### config.mk
export PLATFORM = sky130hd
export DESIGN_NAME = image_container_check_unit
export DESIGN_NICKNAME = d
export VERILOG_FILES = /design/src/hw/rtl/imgc_pkg.sv /design/src/hw/rtl/image_container_check_unit.sv
export SDC_FILE = /design/constraint.sdc
export NUM_CORES = 1
export LEC_CHECK = 0
export BUFFER_PORTS_ARGS = -buffer_cell sky130_fd_sc_hd__buf_2
export CAP_MARGIN = 20
export CORE_MARGIN = 5
export CORE_UTILIZATION = 50
export CTS_CLUSTER_DIAMETER = 40
export DETAILED_ROUTE_END_ITERATION = 16
export PLACE_DENSITY = 0.75
export SLEW_MARGIN = 20
export SYNTH_ARGS = -nofsm -noshare
export SYNTH_HDL_FRONTEND = slang
export SYNTH_SLANG_ARGS = --single-unit
### constraint.sdc
create_clock -name clk -period 4.1 [get_ports clk]
set_input_delay 0.205 -clock clk [delete_from_list [all_inputs] [get_ports clk]]
set_output_delay 0.205 -clock clk [all_outputs]
set_load 0.1 [all_outputs]
### src/hw/rtl/imgc_pkg.sv
// Package with the types, codes and constants of the image container check unit.
package imgc_pkg;

  // Parse phase of the container walk.
  typedef enum logic [3:0] {
    PH_HEADER   = 4'd0,
    PH_J_SEARCH = 4'd1,
    PH_J_RUN    = 4'd2,
    PH_J_LENHI  = 4'd3,
    PH_J_LENLO  = 4'd4,
    PH_J_SKIP   = 4'd5,
    PH_P_SIG    = 4'd6,
    PH_P_LEN    = 4'd7,
    PH_P_TYPE   = 4'd8,
    PH_P_BODY   = 4'd9,
    PH_P_END    = 4'd10
  } phase_t;

  typedef enum logic [1:0] {
    V_PENDING = 2'd0,
    V_ACCEPT  = 2'd1,
    V_REJECT  = 2'd2
  } verdict_t;

  typedef enum logic [1:0] {
    FMT_NONE = 2'd0,
    FMT_JPEG = 2'd1,
    FMT_PNG  = 2'd2
  } fmt_t;

  typedef enum logic [1:0] {
    ST_VALID       = 2'd0,
    ST_UNSUPPORTED = 2'd1,
    ST_FAILED      = 2'd2
  } stat_t;

  localparam logic [3:0]  POS_LIMIT     = 4'd8;
  localparam logic [31:0] PNG_MAGIC     = 32'h8950_4E47;
  localparam logic [31:0] TYPE_IHDR     = 32'h4948_4452;
  localparam logic [31:0] TYPE_IEND     = 32'h4945_4E44;
  localparam logic [31:0] IHDR_LEN      = 32'd13;
  localparam logic [15:0] JPEG_SOI      = 16'hFFD8;
  localparam logic [7:0]  BYTE_FF       = 8'hFF;
  localparam logic [7:0]  MARK_EOI      = 8'hD9;
  localparam logic [7:0]  MARK_SOS      = 8'hDA;
  localparam logic [7:0]  MARK_TEM      = 8'h01;
  localparam logic [7:0]  MARK_RST_LO   = 8'hD0;
  localparam logic [7:0]  MARK_RST_HI   = 8'hD7;
  localparam logic [32:0] FIELD_BYTES   = 33'd4;

  // Byte of the 8-byte PNG signature at a given position.
  function automatic logic [7:0] png_sig_byte(input logic [2:0] idx);
    logic [7:0] val;
    case (idx)
      3'd0:    val = 8'h89;
      3'd1:    val = 8'h50;
      3'd2:    val = 8'h4E;
      3'd3:    val = 8'h47;
      3'd4:    val = 8'h0D;
      3'd5:    val = 8'h0A;
      3'd6:    val = 8'h1A;
      default: val = 8'h0A;
    endcase
    return val;
  endfunction

endpackage

### src/hw/rtl/image_container_check_unit.sv
// Image container check unit: PNG chunk walk and JPEG marker walk over a byte stream.
//
//   channel | direction | handshake          | payload
//   --------+-----------+--------------------+----------------------------
//   in      | to unit   | in_valid, in_stall | data_byte, final_byte
//   out     | from unit | out_valid, out_stall | status, image_format
//
// One byte is taken every cycle while in_stall is low; the walk state is updated in the same cycle.
// The final byte of a file registers its result in the output or skid register.
// Two result registers (output and skid) let bytes keep flowing while a result
// waits; in_stall rises only when both are full.
// Reset (rst, synchronous) returns the walk to the start of a new file.
module image_container_check_unit (
  input  logic       clk,
  input  logic       rst,
  input  logic       in_valid,
  output logic       in_stall,
  input  logic [7:0] data_byte,
  input  logic       final_byte,
  output logic       out_valid,
  input  logic       out_stall,
  output logic [1:0] status,
  output logic [1:0] image_format
);
  import imgc_pkg::*;

  // Walk state.
  logic [3:0]  byte_position, byte_position_next;
  fmt_t        format_seen, format_seen_next;
  phase_t      parse_phase, parse_phase_next;
  logic [31:0] field_shift, field_shift_next;
  logic [31:0] chunk_size, chunk_size_next;
  logic [32:0] bytes_to_skip, bytes_to_skip_next;
  logic        first_chunk_done, first_chunk_done_next;
  verdict_t    verdict, verdict_next;
  logic [7:0]  previous_byte;

  // Result registers.
  logic        skid_valid, skid_valid_next, out_valid_next;
  logic [1:0]  skid_status, skid_format;
  logic [1:0]  res_status, res_format;

  logic        in_fire, out_fire, res_new, ok;
  logic [31:0] shifted;
  logic [32:0] skip_dec;
  logic [15:0] seg_len;

  assign in_fire  = in_valid && !in_stall;
  assign out_fire = out_valid && !out_stall;
  assign res_new  = in_fire && final_byte;
  assign in_stall = skid_valid;

  assign shifted  = {field_shift[23:0], data_byte};
  assign skip_dec = bytes_to_skip - 33'd1;
  assign seg_len  = {field_shift[7:0], data_byte};

  always_comb begin
    format_seen_next      = format_seen;
    parse_phase_next      = parse_phase;
    field_shift_next      = field_shift;
    chunk_size_next       = chunk_size;
    bytes_to_skip_next    = bytes_to_skip;
    first_chunk_done_next = first_chunk_done;
    verdict_next          = verdict;

    if (verdict == V_PENDING) begin
      if (parse_phase == PH_HEADER) begin
        field_shift_next = shifted;
        if (byte_position == 4'd1 && shifted[15:0] == JPEG_SOI) begin
          format_seen_next = FMT_JPEG;
          parse_phase_next = PH_J_SEARCH;
        end else if (byte_position == 4'd3) begin
          if (shifted == PNG_MAGIC) begin
            format_seen_next = FMT_PNG;
            parse_phase_next = PH_P_SIG;
          end else begin
            verdict_next = V_REJECT;
          end
        end
      end else if (format_seen == FMT_JPEG) begin
        case (parse_phase)
          PH_J_SEARCH: begin
            if (data_byte == BYTE_FF) parse_phase_next = PH_J_RUN;
          end
          PH_J_RUN: begin
            // Fill bytes (FF runs) keep the phase.
            if (data_byte == BYTE_FF) begin
              parse_phase_next = PH_J_RUN;
            end else if (data_byte == MARK_EOI) begin
              verdict_next = V_REJECT;
            end else if (data_byte == MARK_SOS) begin
              verdict_next = V_ACCEPT;
            end else if (data_byte inside {MARK_TEM, [MARK_RST_LO:MARK_RST_HI]}) begin
              parse_phase_next = PH_J_SEARCH;
            end else begin
              parse_phase_next = PH_J_LENHI;
            end
          end
          PH_J_LENHI: begin
            field_shift_next = {24'd0, data_byte};
            parse_phase_next = PH_J_LENLO;
          end
          PH_J_LENLO: begin
            if (seg_len < 16'd2) begin
              verdict_next = V_REJECT;
            end else begin
              bytes_to_skip_next = {17'd0, seg_len - 16'd2};
              parse_phase_next   = (seg_len != 16'd2) ? PH_J_SKIP : PH_J_SEARCH;
            end
          end
          PH_J_SKIP: begin
            bytes_to_skip_next = skip_dec;
            if (skip_dec == 33'd0) parse_phase_next = PH_J_SEARCH;
          end
          default: begin
            parse_phase_next = parse_phase;
          end
        endcase
      end else begin
        case (parse_phase)
          PH_P_SIG: begin
            if (data_byte != png_sig_byte(byte_position[2:0])) begin
              verdict_next = V_REJECT;
            end else if (byte_position >= 4'd7) begin
              parse_phase_next   = PH_P_LEN;
              bytes_to_skip_next = FIELD_BYTES;
              field_shift_next   = 32'd0;
            end
          end
          PH_P_LEN: begin
            field_shift_next   = shifted;
            bytes_to_skip_next = skip_dec;
            if (skip_dec == 33'd0) begin
              chunk_size_next    = shifted;
              parse_phase_next   = PH_P_TYPE;
              bytes_to_skip_next = FIELD_BYTES;
            end
          end
          PH_P_TYPE: begin
            field_shift_next   = shifted;
            bytes_to_skip_next = skip_dec;
            if (skip_dec == 33'd0) begin
              if (!first_chunk_done &&
                  (shifted != TYPE_IHDR || chunk_size != IHDR_LEN)) begin
                verdict_next = V_REJECT;
              end else begin
                first_chunk_done_next = 1'b1;
                if (shifted == TYPE_IEND) begin
                  if (chunk_size != 32'd0) begin
                    verdict_next = V_REJECT;
                  end else begin
                    parse_phase_next   = PH_P_END;
                    bytes_to_skip_next = FIELD_BYTES;
                  end
                end else begin
                  // Chunk body plus its 4-byte CRC.
                  parse_phase_next   = PH_P_BODY;
                  bytes_to_skip_next = {1'b0, chunk_size} + FIELD_BYTES;
                end
              end
            end
          end
          PH_P_BODY: begin
            bytes_to_skip_next = skip_dec;
            if (skip_dec == 33'd0) begin
              parse_phase_next   = PH_P_LEN;
              bytes_to_skip_next = FIELD_BYTES;
              field_shift_next   = 32'd0;
            end
          end
          PH_P_END: begin
            bytes_to_skip_next = skip_dec;
            if (skip_dec == 33'd0) verdict_next = final_byte ? V_ACCEPT : V_REJECT;
          end
          default: begin
            parse_phase_next = parse_phase;
          end
        endcase
      end
    end

    byte_position_next = (byte_position < POS_LIMIT) ? byte_position + 4'd1 : byte_position;

    ok = (verdict_next == V_ACCEPT) &&
         (format_seen_next != FMT_JPEG ||
          (previous_byte == BYTE_FF && data_byte == MARK_EOI));
    if (byte_position_next < POS_LIMIT || format_seen_next == FMT_NONE) begin
      res_status = ST_UNSUPPORTED;
      res_format = FMT_NONE;
    end else begin
      res_status = ok ? ST_VALID : ST_FAILED;
      res_format = format_seen_next;
    end
  end

  // Control state of the walk; a final byte starts the next file afresh.
  always_ff @(posedge clk) begin
    if (rst) begin
      byte_position    <= 4'd0;
      format_seen      <= FMT_NONE;
      parse_phase      <= PH_HEADER;
      first_chunk_done <= 1'b0;
      verdict          <= V_PENDING;
    end else if (in_fire) begin
      if (final_byte) begin
        byte_position    <= 4'd0;
        format_seen      <= FMT_NONE;
        parse_phase      <= PH_HEADER;
        first_chunk_done <= 1'b0;
        verdict          <= V_PENDING;
      end else begin
        byte_position    <= byte_position_next;
        format_seen      <= format_seen_next;
        parse_phase      <= parse_phase_next;
        first_chunk_done <= first_chunk_done_next;
        verdict          <= verdict_next;
      end
    end
  end

  always_ff @(posedge clk) begin
    if (rst) begin
      field_shift   <= 32'd0;
      chunk_size    <= 32'd0;
      bytes_to_skip <= 33'd0;
      previous_byte <= 8'd0;
    end else if (in_fire) begin
      field_shift   <= field_shift_next;
      chunk_size    <= chunk_size_next;
      bytes_to_skip <= bytes_to_skip_next;
      previous_byte <= data_byte;
    end
  end

  // Output register with a skid slot behind it.
  always_comb begin
    out_valid_next  = out_valid;
    skid_valid_next = skid_valid;
    if (out_fire || !out_valid) begin
      out_valid_next  = skid_valid || res_new;
      skid_valid_next = 1'b0;
    end else if (res_new) begin
      skid_valid_next = 1'b1;
    end
  end

  always_ff @(posedge clk) begin
    if (rst) begin
      out_valid  <= 1'b0;
      skid_valid <= 1'b0;
    end else begin
      out_valid  <= out_valid_next;
      skid_valid <= skid_valid_next;
    end
  end

  always_ff @(posedge clk) begin
    if (out_fire || !out_valid) begin
      if (skid_valid) begin
        status       <= skid_status;
        image_format <= skid_format;
      end else if (res_new) begin
        status       <= res_status;
        image_format <= res_format;
      end
    end else if (res_new) begin
      skid_status <= res_status;
      skid_format <= res_format;
    end
  end

  // The skid slot is only ever filled behind a full output register.
  a_skid_behind_out: assert property (@(posedge clk) disable iff (rst)
    skid_valid |-> out_valid)
    else $error("skid slot holds a result while the output register is empty");

  a_valid_has_format: assert property (@(posedge clk) disable iff (rst)
    (out_valid && status == ST_VALID) |-> (image_format == FMT_JPEG || image_format == FMT_PNG))
    else $error("valid status without a known format");

  a_unsup_no_format: assert property (@(posedge clk) disable iff (rst)
    (out_valid && status == ST_UNSUPPORTED) |-> image_format == FMT_NONE)
    else $error("unsupported status with a format");

  a_pos_saturates: assert property (@(posedge clk) disable iff (rst)
    byte_position <= POS_LIMIT)
    else $error("byte position past its limit");

  a_final_restarts: assert property (@(posedge clk) disable iff (rst)
    res_new |=> (byte_position == 4'd0 && verdict == V_PENDING && parse_phase == PH_HEADER))
    else $error("walk not restarted after the final byte");

endmodule
==> Word-level counts from Yosys, hierarchy flattened <==
Cells that the tools add are included.
{ "totals": {"register_bits": 120, "input_bits": 13, "output_inout_bits": 6, "elab_cells": 217} }
{ "classes": {"add_sub_neg": 4, "magnitude_cmp": 6, "eq_ne": 58, "muxes": 90, "n_bitwise": 3, "n_reduce_logical": 41} }
{ "op_table": {"columns": ["operator", "count"], "rows": [
  ["$mux W33", 9],
  ["$mux W24", 6],
  ["$pmux W33 S4", 1],
  ["$mux W4", 23],
  ["$pmux W24 S3", 1],
  ["$pmux W33 S2", 1],
  ["$mux W2", 32],
  ["$pmux W8 S6", 1],
  ["$ne A5 B5 Y1 const B", 9],
  ["$add A32 B3 Y33 const B", 1],
  ["$logic_not A33 Y1", 1],
  ["$sub A33 B1 Y33 const B", 1],
  ["$eq A32 B31 Y1 const B", 1],
  ["$eq A32 B32 Y1 const B", 1],
  ["$eq A8 B8 Y1 const B", 4],
  ["$mux W8", 4],
  ["$ne A32 B31 Y1 const B", 1],
  ["$ne A32 B4 Y1 const B", 1],
  ["$reduce_bool A32 Y1", 1],
  ["$pmux W4 S5", 1],
  ["$ne A6 B6 Y1 const B", 3],
  ["$reduce_and A18 Y1", 1],
  ["$eq A16 B16 Y1 const B", 1],
  ["$eq A4 B3 Y1 const B", 4],
  ["other kinds (45)", 93]
]} }

==> Longest topological paths before layout <==
Gate-level depths: netlist of the first run.
{ "logic_depth": {"depth_word": 18, "mapped_depth": 15, "ltp_nobuf": 11} }

==> Least setup slack after synthesis of the first run <==
OpenSTA, ideal clock, no wires.
{ "synth_path": {"path_kind": "reg2reg", "startpoint": "register bytes_to_skip[13]", "endpoint": "register status[1], data pin", "setup_time_ns": 0.260, "t_arrival_ns": 3.138, "required_ns": 3.840, "path_slack_ns": 0.702, "stages_incl_launch_ff": 11, "path_buffers": 1, "period_less_slack_ns": 3.398, "path_cell_list": "dfxtp_1 buf_6 or4_4 nand2b_4 or4b_1 xnor2_2 nor4_1 nand3_1 o31ai_1 a21oi_1 mux2_2"} }
{ "synth_via": {"elab_chain_len": 13, "word_cells_on_any_way": 14} }
{ "synth_rtl": {"columns": ["item", "line_no", "text"], "rows": [
  ["start: declaration", "image_container_check_unit.sv:33", "logic [32:0] bytes_to_skip, bytes_to_skip_next;"],
  ["start signal: assignment", "image_container_check_unit.sv:230", "bytes_to_skip <= bytes_to_skip_next;"],
  ["$sub A33 B1 Y33 *", "image_container_check_unit.sv:54", "assign skip_dec = bytes_to_skip - 33'd1;"],
  ["$logic_not A33 Y1 *", "image_container_check_unit.sv:142, image_container_check_unit.sv:173", null],
  ["$mux W2 (on tied branches)", "image_container_check_unit.sv:173, image_container_check_unit.sv:142", null],
  ["$pmux W2 S3 *", "image_container_check_unit.sv:120", "case (parse_phase)"],
  ["$mux W2 *", "image_container_check_unit.sv:80", "end else if (format_seen == FMT_JPEG) begin"],
  ["$mux W2 *", "image_container_check_unit.sv:67", "if (parse_phase == PH_HEADER) begin"],
  ["$mux W2 *", "image_container_check_unit.sv:66", "if (verdict == V_PENDING) begin"],
  ["$eq A2 B1 Y1 *", "image_container_check_unit.sv:184", "ok = (verdict_next == V_ACCEPT) &&"],
  ["$logic_and A1 B1 Y1 *", "image_container_check_unit.sv:184", null],
  ["$mux W2 *", "image_container_check_unit.sv:191", "res_status = ok ? ST_VALID : ST_FAILED;"],
  ["$mux W2 *", "image_container_check_unit.sv:187", "if (byte_position_next < POS_LIMIT || format_seen_next == FMT_NONE) begin"],
  ["via res_status[1]", "image_container_check_unit.sv:41", "logic [1:0] res_status, res_format;"],
  ["$mux W2 *", "image_container_check_unit.sv:262", "end else if (res_new) begin"],
  ["$mux W2 *", "image_container_check_unit.sv:259", "if (skid_valid) begin"],
  ["end signal: assignment", "image_container_check_unit.sv:260", "status <= skid_status;"],
  ["end signal: assignment", "image_container_check_unit.sv:263", "status <= res_status;"],
  ["end: declaration", "image_container_check_unit.sv:22", "output logic [1:0] status,"]
]} }
The timed path passes the listed nets; every way through them passes the cells marked *. The select of a mux whose other input is x is not followed.
A chain may end at the register's enable or synchronous reset.

==> Worst setup path in the final report of the first run <==
{ "layout_path": {"startpoint": "register bytes_to_skip[0]", "endpoint": "register bytes_to_skip[12]"} }
{ "layout_via": {"elab_chain_len": 7, "word_cells_on_any_way": 10} }
{ "layout_rtl": {"columns": ["item", "line_no", "text"], "rows": [
  ["$sub A33 B1 Y33 *", "image_container_check_unit.sv:54", null],
  ["$mux W33", "image_container_check_unit.sv:149", "if (chunk_size != 32'd0) begin"],
  ["$mux W33", "image_container_check_unit.sv:148", "if (shifted == TYPE_IEND) begin"],
  ["$mux W33", "image_container_check_unit.sv:143", "if (!first_chunk_done &&"],
  ["$mux W33", "image_container_check_unit.sv:142", "if (skip_dec == 33'd0) begin"],
  ["$pmux W33 S4", "image_container_check_unit.sv:120", null],
  ["$mux W33 *", "image_container_check_unit.sv:80", null]
]} }
Every way passes the cells marked *; elsewhere a longest branch is shown, timed or not.

==> out/results.tsv, run 1 <==
stage	metric	value	unit
detailed_routing	wl_met1	10.9	mm
setup_path	cp-end-kind	register	
yosys	synth_top_family_by_area	simple AND/OR/NAND/NOR gates	
worst_hold_path	hold_path_class	in -> reg	
grt	grt_max_degree	78	
final_layout	layout_commonest_cell	nand2_1	
floorplanning	core_area	0.0165	mm2
detailed_routing	highest_layer	met4	
cts	cts_setup_buffers	0	
yosys	async_flop_share	0	%
yosys	synth_mux_area_share	4.63	%
final_layout	drive_above_1_share	9.72	%
timing	skew	12.7	ps
detailed_routing	viasPerCell	6.38	
placed_design	place_congestion	0.997	
yosys	netlist_area	0.00834	mm2
floorplanning	die_h	139	um
timing	tns	0	ps
yosys	synth_xor_area_share	6.49	%
detailed_routing	antenna_left	0	
yosys	synth-simple-area-share	31.9	%
setup_path	setup.worst_path.class	reg -> reg	
yosys	ys_ff_latch	120	
final_layout	n_fill_cell	1564	
timing	fin_crit_sh	93.7	%
grt	overflow	0	
final_layout	design_area	0.00912	mm2
cts	clkTransAtPathRegs	60	ps
timing	period_needed	3840	ps
timing	relSlewSlack	45.5	%
power_and_ir_drop	leakage	0.00349	uW
detailed_routing	wl_met2	11.0	mm
yosys	synth-edff-count	8	
setup_path	cp_max_fo	11	
yosys	synth_compound_area_share	20.2	%
yosys	synth_top_flop_cell	dfxtp_1	
placed_design	port_buffers	18	
placed_design	dpl.hpwl	17.6	mm
yosys	syn_inst	1102	
timing	fmax	260	MHz
detailed_routing	routedWlPerCell	19.1	um
cts	cts_root_buf	clkbuf_16	
timing	rsz0062_at_grt	no	
power_and_ir_drop	powerDensity	325	mW/mm2
yosys	seq_area_frac_synth	29.8	%
cts	clockBufferDepth	2	
power_and_ir_drop	power	2960	uW
setup_path	critPathArrivalTime	4130	ps
cts	cts_max_level	4	
timing	worstMarginPinSlew	818	ps
cts	cts_buffers	17	
timing	hold_viol	0	
setup_path	required	4390	ps
detailed_routing	drtIter0Drc	1103	
yosys	yosysUniqueCellTypes	89	
cts	hold_buffers	0	
floorplanning	dieArea	0.0194	mm2
floorplanning	fp.dieW	139	um
cts	cts_tree	yes	
grt	antenna_found_initial	0	
job	cap_violations	0	
final_layout	synthToLayoutAreaGrowth	9.36	%
setup_path	cp-start-kind	register	
detailed_routing	firstDrtPassIters	6	
yosys	synth_nets	1125	
cts	cts.sink_count	120	
placed_design	place_area	0.00851	mm2
run_status	status	completed	
timing	slew_viol_final	0	
grt	grt_pass1_vias	7483	
yosys	synth.avg_cell_area	7.57	um2
cts	clk-insertion-delay-late	430	ps
floorplanning	initial_core_util	50.7	%
final_layout	fin_nets	1102	
final_layout	diodes	0	
cts	cts_resized	0	
yosys	synthAdderAreaFrac	1.50	%
floorplanning	row_count	47	
detailed_routing	drc_errors	0	
detailed_routing	vias	8363	
timing	setup_viol	0	
yosys	yosysWarnings	0	
grt	gr-usage-all-layers	25.4	%
final_layout	layout_common_cells	nand2_1, nor2_1, dfxtp_1, a21oi_1, nand3_1	
detailed_routing	routed-wl-met3	2.24	mm
detailed_routing	wirelength	25.0	mm
grt	grt_pass1_wl	40.5	mm
floorplanning	io_pins	19	
power_and_ir_drop	ir_drop	0.275	mV
power by group:
group | leakage, uW | internal [uW] | switching (uW) | total (uW)
combinational | 0.00223 | 62.9 | 155 | 217
clock | 0.000283 | 932 | 590 | 1520
sequential | 0.000982 | 1200 | 30.1 | 1230
final cells by class:
class | instances | area (um2) | area share [%]
Inverter | 20 | 75.1 | 0.823
Clock buffer | 19 | 453 | 4.97
Tap cell | 220 | 275 | 3.02
Sequential cell | 120 | 2480 | 27.2
Clock inverter | 12 | 140 | 1.54
Timing Repair Buffer | 41 | 275 | 3.02
Multi-Input combinational cell | 879 | 5420 | 59.4
logic make-up (layout without fill, tap and decap cells):
family / after synthesis / in the layout
AOI/OAI and AO/OA: 258 / 258
buffers and inverters: 103 / 92
and+or+nand+nor: 512 / 512
xor gates and xnor gates: 61 / 61
muxes: 38 / 38
adders and majority gates: 10 / 10
DFF: 120 / 120
stage by stage:
step	utilization [%]	instances	hold WS, ps	setup WS (ps)
final	55.4	1311	95.0	257
after floorplan	-	1102	384	702
after global routing	55.4	1311	94.5	26.5
after global placement	51.7	1280	443	166
after detailed placement	51.7	1280	449	141
after CTS	55.3	1311	76.3	92.1
registers in the layout, indices dropped and copies added, names as in the netlist:
name and count:
skid_status 2, skid_format 2, parse_phase 4, chunk_size 32, bytes_to_skip 33, format_seen 2, image_format 2, byte_position 4
status 2, in_stall 1, verdict 2, first_chunk_done 1, field_shift 24, out_valid 1, previous_byte 8
metal layers:
layer / global-route usage [%] / up-vias
met3: 4.72 / 67
met5: 0 / -
met1: 36.6 / 3859
li1: - / 4003
met4: 10.3 / 0
met2: 37.4 / 434
Yosys cell counts, types with 9 or more instances:
cell type,number,share of area [%]
xnor2_1,35,3.7
mux2i_1,33,4.0
o211ai_1,9,0.81
a31oi_1,17,1.3
a21oi_1,87,5.2
nor4_1,31,2.3
dfxtp_1,112,27
o21ai_0,53,3.2
nor2_1,117,5.3
inv_1,19,0.85
nor2b_1,13,0.97
nor3_1,36,2.2
clkbuf_1,58,2.6
nand3_1,63,3.8
xor2_1,25,2.6
nand2b_1,11,0.83
ha_1,10,1.5
nand2_1,127,5.7
buf_2,9,0.54
or3_1,16,1.2
nand4_1,25,1.9
worst max-delay path, stage by stage, from the launching register on:
cell and delay, ps:
dfxtp_1 380, inv_1 90, ha_1 310, or4b_4 580
nor4_1 270, xor2_1 150, nand4b_1 230, nor4_2 370
and3_4 430, o22ai_1 290, a211oi_1 420, o221ai_1 180
worst paths after layout:
check / start / end / slack (ps) / cells after the start
setup / recovery: bytes_to_skip[0]$_SDFFE_PP0P_ / bytes_to_skip[12]$_SDFFE_PP0P_ / 260 / 11
hold / removal: out_stall / in_stall$_SDFFE_PP0P_ / 100 / 3
setup reg to reg: bytes_to_skip[0]$_SDFFE_PP0P_ / bytes_to_skip[12]$_SDFFE_PP0P_ / 260 / 11
hold reg to reg: previous_byte[5]$_SDFFE_PP0P_ / previous_byte[5]$_SDFFE_PP0P_ / 450 / 2
No activity file was read; power rests on OpenSTA's default activity.
==> run 2: changes to the inputs <==
==> constraint.sdc (replaced) <==
create_clock -name clk -period 4.1 [get_ports clk]
set_input_delay 0.615 -clock clk [delete_from_list [all_inputs] [get_ports clk]]
set_output_delay 0.615 -clock clk [all_outputs]
set_load 0.1 [all_outputs]
==> run 2 against run 1 <==
  * Die area unchanged
  * Critical path type unchanged
  * Via count grew 1.8%
  * Sequential power hardly changed
  * Largest power group unchanged
  * Core utilization is 0.11 points lower
  * Non-clock buffer count grew 4
  * Routed wire length is 0.67% higher
  * Final cell count grew 0.38%
==> out/results.tsv, run 2 (synthesized netlist as in run 1, its figures left out) <==
stage	metric	value	unit	change
setup_path	required	4410	ps	+20 ps
final_layout	reg.largest.list	bytes_to_skip (33), chunk_size (32), field_shift (24)		
cts	clkTransAtPathRegs	60	ps	about the same
detailed_routing	wirelength	25.2	mm	+0.67%
final_layout	fin_nets	1106		+0.36%
final_layout	n_fill_cell	1593		+1.9%
power_and_ir_drop	ir_drop	0.269	mV	-2.1%
worst_hold_path	min_from	previous_byte[3]$_SDFFE_PP0P_		
detailed_routing	drtIter0Drc	1267		+15%
worst_hold_path	min_path_cells	2		-1
timing	skew	10.2	ps	-2.46 ps
final_layout	diodes	0		unchanged
grt	overflow	0		unchanged
floorplanning	dieArea	0.0194	mm2	unchanged
final_layout	drive_above_1_share	9.85	%	+0.14 points
job	cap_violations	0		unchanged
detailed_routing	drc_errors	0		unchanged
final_layout	layout_commonest_cell	nand2_1		
final_layout	fin_util	55.3	%	-0.11 points
timing	fmax	270	MHz	+3.8%
floorplanning	die_h	139	um	unchanged
power_and_ir_drop	power	2850	uW	-3.9%
setup_path	critPathArrivalTime	4010	ps	-120 ps
cts	cts_setup_buffers	0		unchanged
cts	cts_max_level	4		unchanged
timing	setup_ws	399	ps	+142 ps
cts	cts.sink_count	120		unchanged
setup_path	cpMaxStageDelayCell	or4b_4		
placed_design	post-place-ws	104	ps	-36.9 ps
placed_design	port_buffers	18		unchanged
setup_path	cp_max_fo	11		unchanged
setup_path	r2r-start	bytes_to_skip[0]$_SDFFE_PP0P_		
setup_path	path_cells	inv_1 > ha_1 > or4b_4 > nor4_4 > a31oi_1 > nor4_2 > and4b_4 > and3_4 > o22ai_1 > a221oi_1 > nor2_1		
detailed_routing	routedWlPerCell	19.1	um	+0.29%
run_status	status	completed		
cts	cts_tree	yes		
setup_path	cp-end-kind	register		
placed_design	dpl.hpwl	17.9	mm	+1.2%
timing	fin_crit_sh	90.3	%	-3.5 points
timing	worstMarginPinSlew	822	ps	+3.92 ps
timing	period_needed	3700	ps	-142 ps
detailed_routing	firstDrtPassIters	5		-1
final_layout	regMostFlops	bytes_to_skip		
floorplanning	initial_core_util	50.7	%	unchanged
detailed_routing	antenna_left	0		unchanged
floorplanning	core_area	0.0165	mm2	unchanged
timing	setup_viol	0		unchanged
cts	cts_root_buf	clkbuf_16		
floorplanning	row_count	47		unchanged
detailed_routing	vias	8517		+1.8%
timing	relSlewSlack	45.2	%	-0.32 points
setup_path	r2r_cells	11		unchanged
final_layout	largest_reg_flops	33		unchanged
grt	grt_pass1_vias	7721		+3.2%
final_layout	layout_common_cells	nand2_1, nor2_1, dfxtp_1, a21oi_1, nand3_1		
final_layout	synthToLayoutAreaGrowth	9.15	%	
cts	clockBufferDepth	2		unchanged
setup_path	setup.worst_path.class	reg -> reg		
timing	slew_viol_final	0		unchanged
setup_path	cp-start-kind	register		
grt	gr-usage-all-layers	25.4	%	+0.034 points
grt	grt_pass1_wl	40.8	mm	+0.60%
grt	grt_max_degree	54		-31%
power_and_ir_drop	powerDensity	313	mW/mm2	-3.7%
setup_path	rrSetupSlack	400	ps	+140 ps
cts	cts_buffers	17		unchanged
final_layout	design_area	0.00910	mm2	-0.19%
floorplanning	fp.dieW	139	um	unchanged
timing	rsz0062_at_grt	no		
timing	tns	0	ps	unchanged
worst_hold_path	hold_end	previous_byte[3]$_SDFFE_PP0P_		
timing	hold_viol	0		unchanged
setup_path	max_stage_delay	590	ps	about the same
detailed_routing	viasPerCell	6.47		+1.5%
worst_hold_path	hold_path_class	reg -> reg		
power_and_ir_drop	leakage	0.00349	uW	-0.13%
grt	antenna_found_initial	0		unchanged
setup_path	r2r-end	bytes_to_skip[10]$_SDFFE_PP0P_		
cts	clk-insertion-delay-late	430	ps	about the same
floorplanning	io_pins	19		unchanged
placed_design	place_congestion	0.982		-1.5%
placed_design	place_area	0.00854	mm2	+0.35%
-- run 2: cell count changes in the layout (fill, tap and decap cells not counted) --
| cell | change |
|---|---|
| bufinv_16 | -2 |
| clkbuf_1 | +2 |
| clkbuf_8 | -2 |
| inv_6 | -3 |
| buf_4 | +4 |
| nor4_1 | +1 |
| clkinv_2 | +1 |
| clkinv_4 | +4 |
| clkbuf_16 | +1 |
| nor4_2 | -1 |
-- run 2: final cells by class --
type | count | area (um2) | share of cell area, %
inverters | 20 | 75.1 | 0.825
clock buffers | 20 | 458 | 5.03
repair buffers | 45 | 305 | 3.35
flip-flops and latches | 120 | 2480 | 27.3
clock inverters | 12 | 93.8 | 1.03
multi-input cells | 879 | 5420 | 59.5
well taps | 220 | 275 | 3.02
-- run 2: worst max-delay path, delay by kind of cell, from the launching register on --
kind / cells / cell delay, ps
compound gates: 3 / 920
fa+ha+maj: 1 / 280
buf+inv: 1 / 80
simple gates: 6 / 1910
flops: 1 / 370
-- run 2: repair_timing --
action                                  in CTS  in global routing
endpoints found under the hold margin        0                  0
hold buffers                                 0                  0
endpoints found under the setup margin       0                 88
resized for setup                            0                  3
-- run 2: how the worst max path moves through the flow --
stage | from | to | slack [ps] | cells past startpoint
6_report | bytes_to_skip[0]$_SDFFE_PP0P_ | bytes_to_skip[10]$_SDFFE_PP0P_ | 400 | 11
5_1_grt | bytes_to_skip[0]$_SDFFE_PP0P_ | status[1]$_DFFE_PP_ | 110 | 11
4_1_cts | bytes_to_skip[0]$_SDFFE_PP0P_ | status[1]$_DFFE_PP_ | 60 | 11
3_5_place_dp | bytes_to_skip[0]$_SDFFE_PP0P_ | status[1]$_DFFE_PP_ | 100 | 11
3_3_place_gp | bytes_to_skip[0]$_SDFFE_PP0P_ | bytes_to_skip[25]$_SDFFE_PP0P_ | 260 | 11
2_1_floorplan | bytes_to_skip[13]$_SDFFE_PP0P_ | status[1]$_DFFE_PP_ | 700 | 10
-- run 2: report_power, final --
group / total [uW] / switching, uW / internal, uW
sequential: 1220 / 28.4 / 1200
combinational: 223 / 158 / 65.0
clock: 1400 / 591 / 812
-- run 2: metal layers --
layer,up-vias,wire [um],global-route usage (%)
li1,4012,-,-
met1,4011,11000,36.7
met2,447,11200,39.4
met3,47,2460,4.72
met4,0,475,6.33
met5,-,0,0
-- run 2: through the flow --
stage,cells,hold WS (ps)
global placement,1284,445
floorplan,1102,436
finish,1316,455
detailed placement,1284,449
CTS,1316,457
global route,1316,475
==> run 3: changes to the inputs <==
- CAP_MARGIN: 20 -> unset
- clock period: 4.1 -> 3.8 ns (I/O delays scaled with it)
==> run 3 against run 2 <==
  * Clock power grew 19%
  * Sequential power grew 8%
  * Largest cell class unchanged
  * Final cell count grew 1.7%
  * Critical path depth shrank 1
  * Sequential cell count is the same
  * Clock skew shrank 4.0 ps
  * First-iteration DRC count shrank 18%
  * Power grew 13%
==> out/results.tsv, run 3 (synthesized netlist as in run 1, its figures left out) <==
stage	metric	value	unit	change
floorplanning	die_h	139	um	unchanged
cts	cts_root_buf	clkbuf_16		
placed_design	place_area	0.00871	mm2	+2.0%
final_layout	fin_nets	1129		+2.1%
setup_path	critPathArrivalTime	3720	ps	-290 ps
timing	fmax	282	MHz	+4.4%
cts	hold_buffers	0		unchanged
cts	clk-insertion-delay-late	430	ps	about the same
timing	period_needed	3550	ps	-155 ps
setup_path	r2r-end	status[1]$_DFFE_PP_		
floorplanning	row_count	47		unchanged
grt	grt_pass1_wl	42.0	mm	+3.0%
power_and_ir_drop	powerDensity	346	mW/mm2	+10%
final_layout	drive_above_1_share	12.0	%	+2.1 points
timing	tns	0	ps	unchanged
timing	skew	6.22	ps	-3.97 ps
timing	hold_slack	456	ps	+0.860 ps
detailed_routing	wirelength	26.1	mm	+3.9%
setup_path	cp_max_fo	7		-4
cts	cts_resized	0		unchanged
final_layout	layout_commonest_cell	nand2_1		
floorplanning	dieArea	0.0194	mm2	unchanged
setup_path	cpMaxStageDelayCell	or4_1		
timing	fin_crit_sh	93.3	%	+3.1 points
detailed_routing	antenna_left	0		unchanged
setup_path	setup.worst_path.class	reg -> reg		
worst_hold_path	hold_path_class	reg -> reg		
final_layout	synthToLayoutAreaGrowth	11.8	%	
timing	worstMarginPinSlew	854	ps	+31.9 ps
cts	cts_setup_buffers	0		unchanged
grt	gr-usage-all-layers	26.5	%	+1.1 points
timing	slew_viol_final	0		unchanged
placed_design	port_buffers	18		unchanged
power_and_ir_drop	ir_drop	0.327	mV	+21%
timing	setup_viol	0		unchanged
final_layout	multiInputGateArea	0.00542	mm2	unchanged
final_layout	regMostFlops	bytes_to_skip		
setup_path	rrSetupSlack	250	ps	-150 ps
cts	cts_max_level	4		unchanged
setup_path	cp-start-kind	register		
run_status	status	completed		
power_and_ir_drop	leakage	0.00364	uW	+4.3%
cts	cts.sink_count	120		unchanged
setup_path	crit_family	simple AND/OR/NAND/NOR gates		
power_and_ir_drop	power	3220	uW	+13%
detailed_routing	vias	8544		+0.32%
setup_path	max_stage_delay	680	ps	+90 ps
cts	clkTransAtPathRegs	60	ps	about the same
detailed_routing	drc_errors	0		unchanged
detailed_routing	routedWlPerCell	19.5	um	+2.1%
detailed_routing	wl_met1	11.5	mm	+4.0%
floorplanning	initial_core_util	50.7	%	unchanged
timing	hold_viol	0		unchanged
floorplanning	fp.dieW	139	um	unchanged
setup_path	endpoint	status[1]$_DFFE_PP_		
grt	grt_pass1_vias	7710		-0.14%
final_layout	reg.largest.list	bytes_to_skip (33), chunk_size (32), field_shift (24)		
final_layout	diodes	0		unchanged
setup_path	r2r_cells	10		-1
job	cap_violations	0		unchanged
cts	cts_tree	yes		
placed_design	dpl.hpwl	18.7	mm	+4.7%
detailed_routing	firstDrtPassIters	7		+2
final_layout	ff_latch_area	0.00248	mm2	unchanged
final_layout	n_fill_cell	1549		-2.8%
setup_path	cp-end-kind	register		
final_layout	layout_common_cells	nand2_1, nor2_1, dfxtp_1, a21oi_1, nand3_1		
cts	cts_buffers	17		unchanged
setup_path	worstSetupPathDepth	10		-1
final_layout	largest_reg_flops	33		unchanged
timing	rsz0062_at_grt	no		
final_layout	design_area	0.00933	mm2	+2.4%
detailed_routing	viasPerCell	6.38		-1.4%
detailed_routing	highest_layer	met4		
detailed_routing	routed-wl-met3	2.35	mm	-4.4%
detailed_routing	wl_met2	11.7	mm	+4.3%
setup_path	r2r-start	bytes_to_skip[9]$_SDFFE_PP0P_		
floorplanning	io_pins	19		unchanged
setup_path	crit_buf_inv	1		unchanged
grt	overflow	0		unchanged
grt	antenna_found_initial	0		unchanged
setup_path	path_cells	or4_1 > nor4_4 > xnor2_1 > nand4b_1 > nor4_1 > buf_4 > nand3_1 > o31ai_1 > a21oi_1 > mux2_2		
floorplanning	core_area	0.0165	mm2	unchanged
detailed_routing	drtIter0Drc	1037		-18%
placed_design	place_congestion	0.983		about the same
setup_path	required	3970	ps	-440 ps
timing	relSlewSlack	42.3	%	-2.8 points
cts	clockBufferDepth	2		unchanged
grt	grt_max_degree	49		-9.3%
setup_path	crit_start	bytes_to_skip[9]$_SDFFE_PP0P_		
==> run 3: area by class of cell <==
class,instances,share of cell area [%]
multi-input combinational,879,58.1
inverter,20,0.805
clock inverter,14,1.74
timing repair buffer,68,5.12
tap,220,2.95
clock buffer,18,4.71
sequential,120,26.6
==> run 3: worst min-delay path by stage <==
| stage | start | endpoint | cells after the start |
|---|---|---|---|
| floorplan | previous_byte[3]$_SDFFE_PP0P_ | previous_byte[3]$_SDFFE_PP0P_ | 2 |
| global placement | previous_byte[2]$_SDFFE_PP0P_ | previous_byte[2]$_SDFFE_PP0P_ | 2 |
| detailed placement | previous_byte[5]$_SDFFE_PP0P_ | previous_byte[5]$_SDFFE_PP0P_ | 2 |
| CTS | rst | chunk_size[28]$_SDFFE_PP0P_ | 2 |
| global route | rst | chunk_size[28]$_SDFFE_PP0P_ | 2 |
| finish | previous_byte[2]$_SDFFE_PP0P_ | previous_byte[2]$_SDFFE_PP0P_ | 2 |
==> run 3: metrics by stage <==
step | util (%) | setup slack (ps) | std cells
final | 56.6 | 254 | 1339
after global routing | 56.6 | 46.6 | 1339
after CTS | 56.5 | 85.3 | 1339
after detailed placement | 52.9 | 103 | 1307
after global placement | 52.9 | 204 | 1307
after floorplan | - | 402 | 1102
==> run 3: worst reg2reg max path, delay by kind of cell (launching register included) <==
| kind | cells | cell delay [ps] |
|---|---|---|
| AND/OR/NAND/NOR | 5 | 1770 |
| AO/OA/AOI/OAI | 2 | 430 |
| flip-flops | 1 | 370 |
| multiplexers | 1 | 310 |
| XOR/XNOR | 1 | 230 |
| buffers and inverters | 1 | 180 |
==> run 3: metal layers <==
metal	up-vias	global-route usage (%)
met5	-	0
met3	53	4.97
li1	4065	-
met2	452	40.0
met4	0	8.96
met1	3974	38.0
==> run 3: power breakdown <==
| part | internal (uW) | switching, uW | leakage (uW) |
|---|---|---|---|
| clock network | 999 | 656 | 0.000299 |
| registers | 1290 | 30.1 | 0.000982 |
| logic | 74.4 | 175 | 0.00236 |
| total | 2360 | 861 | 0.00364 |
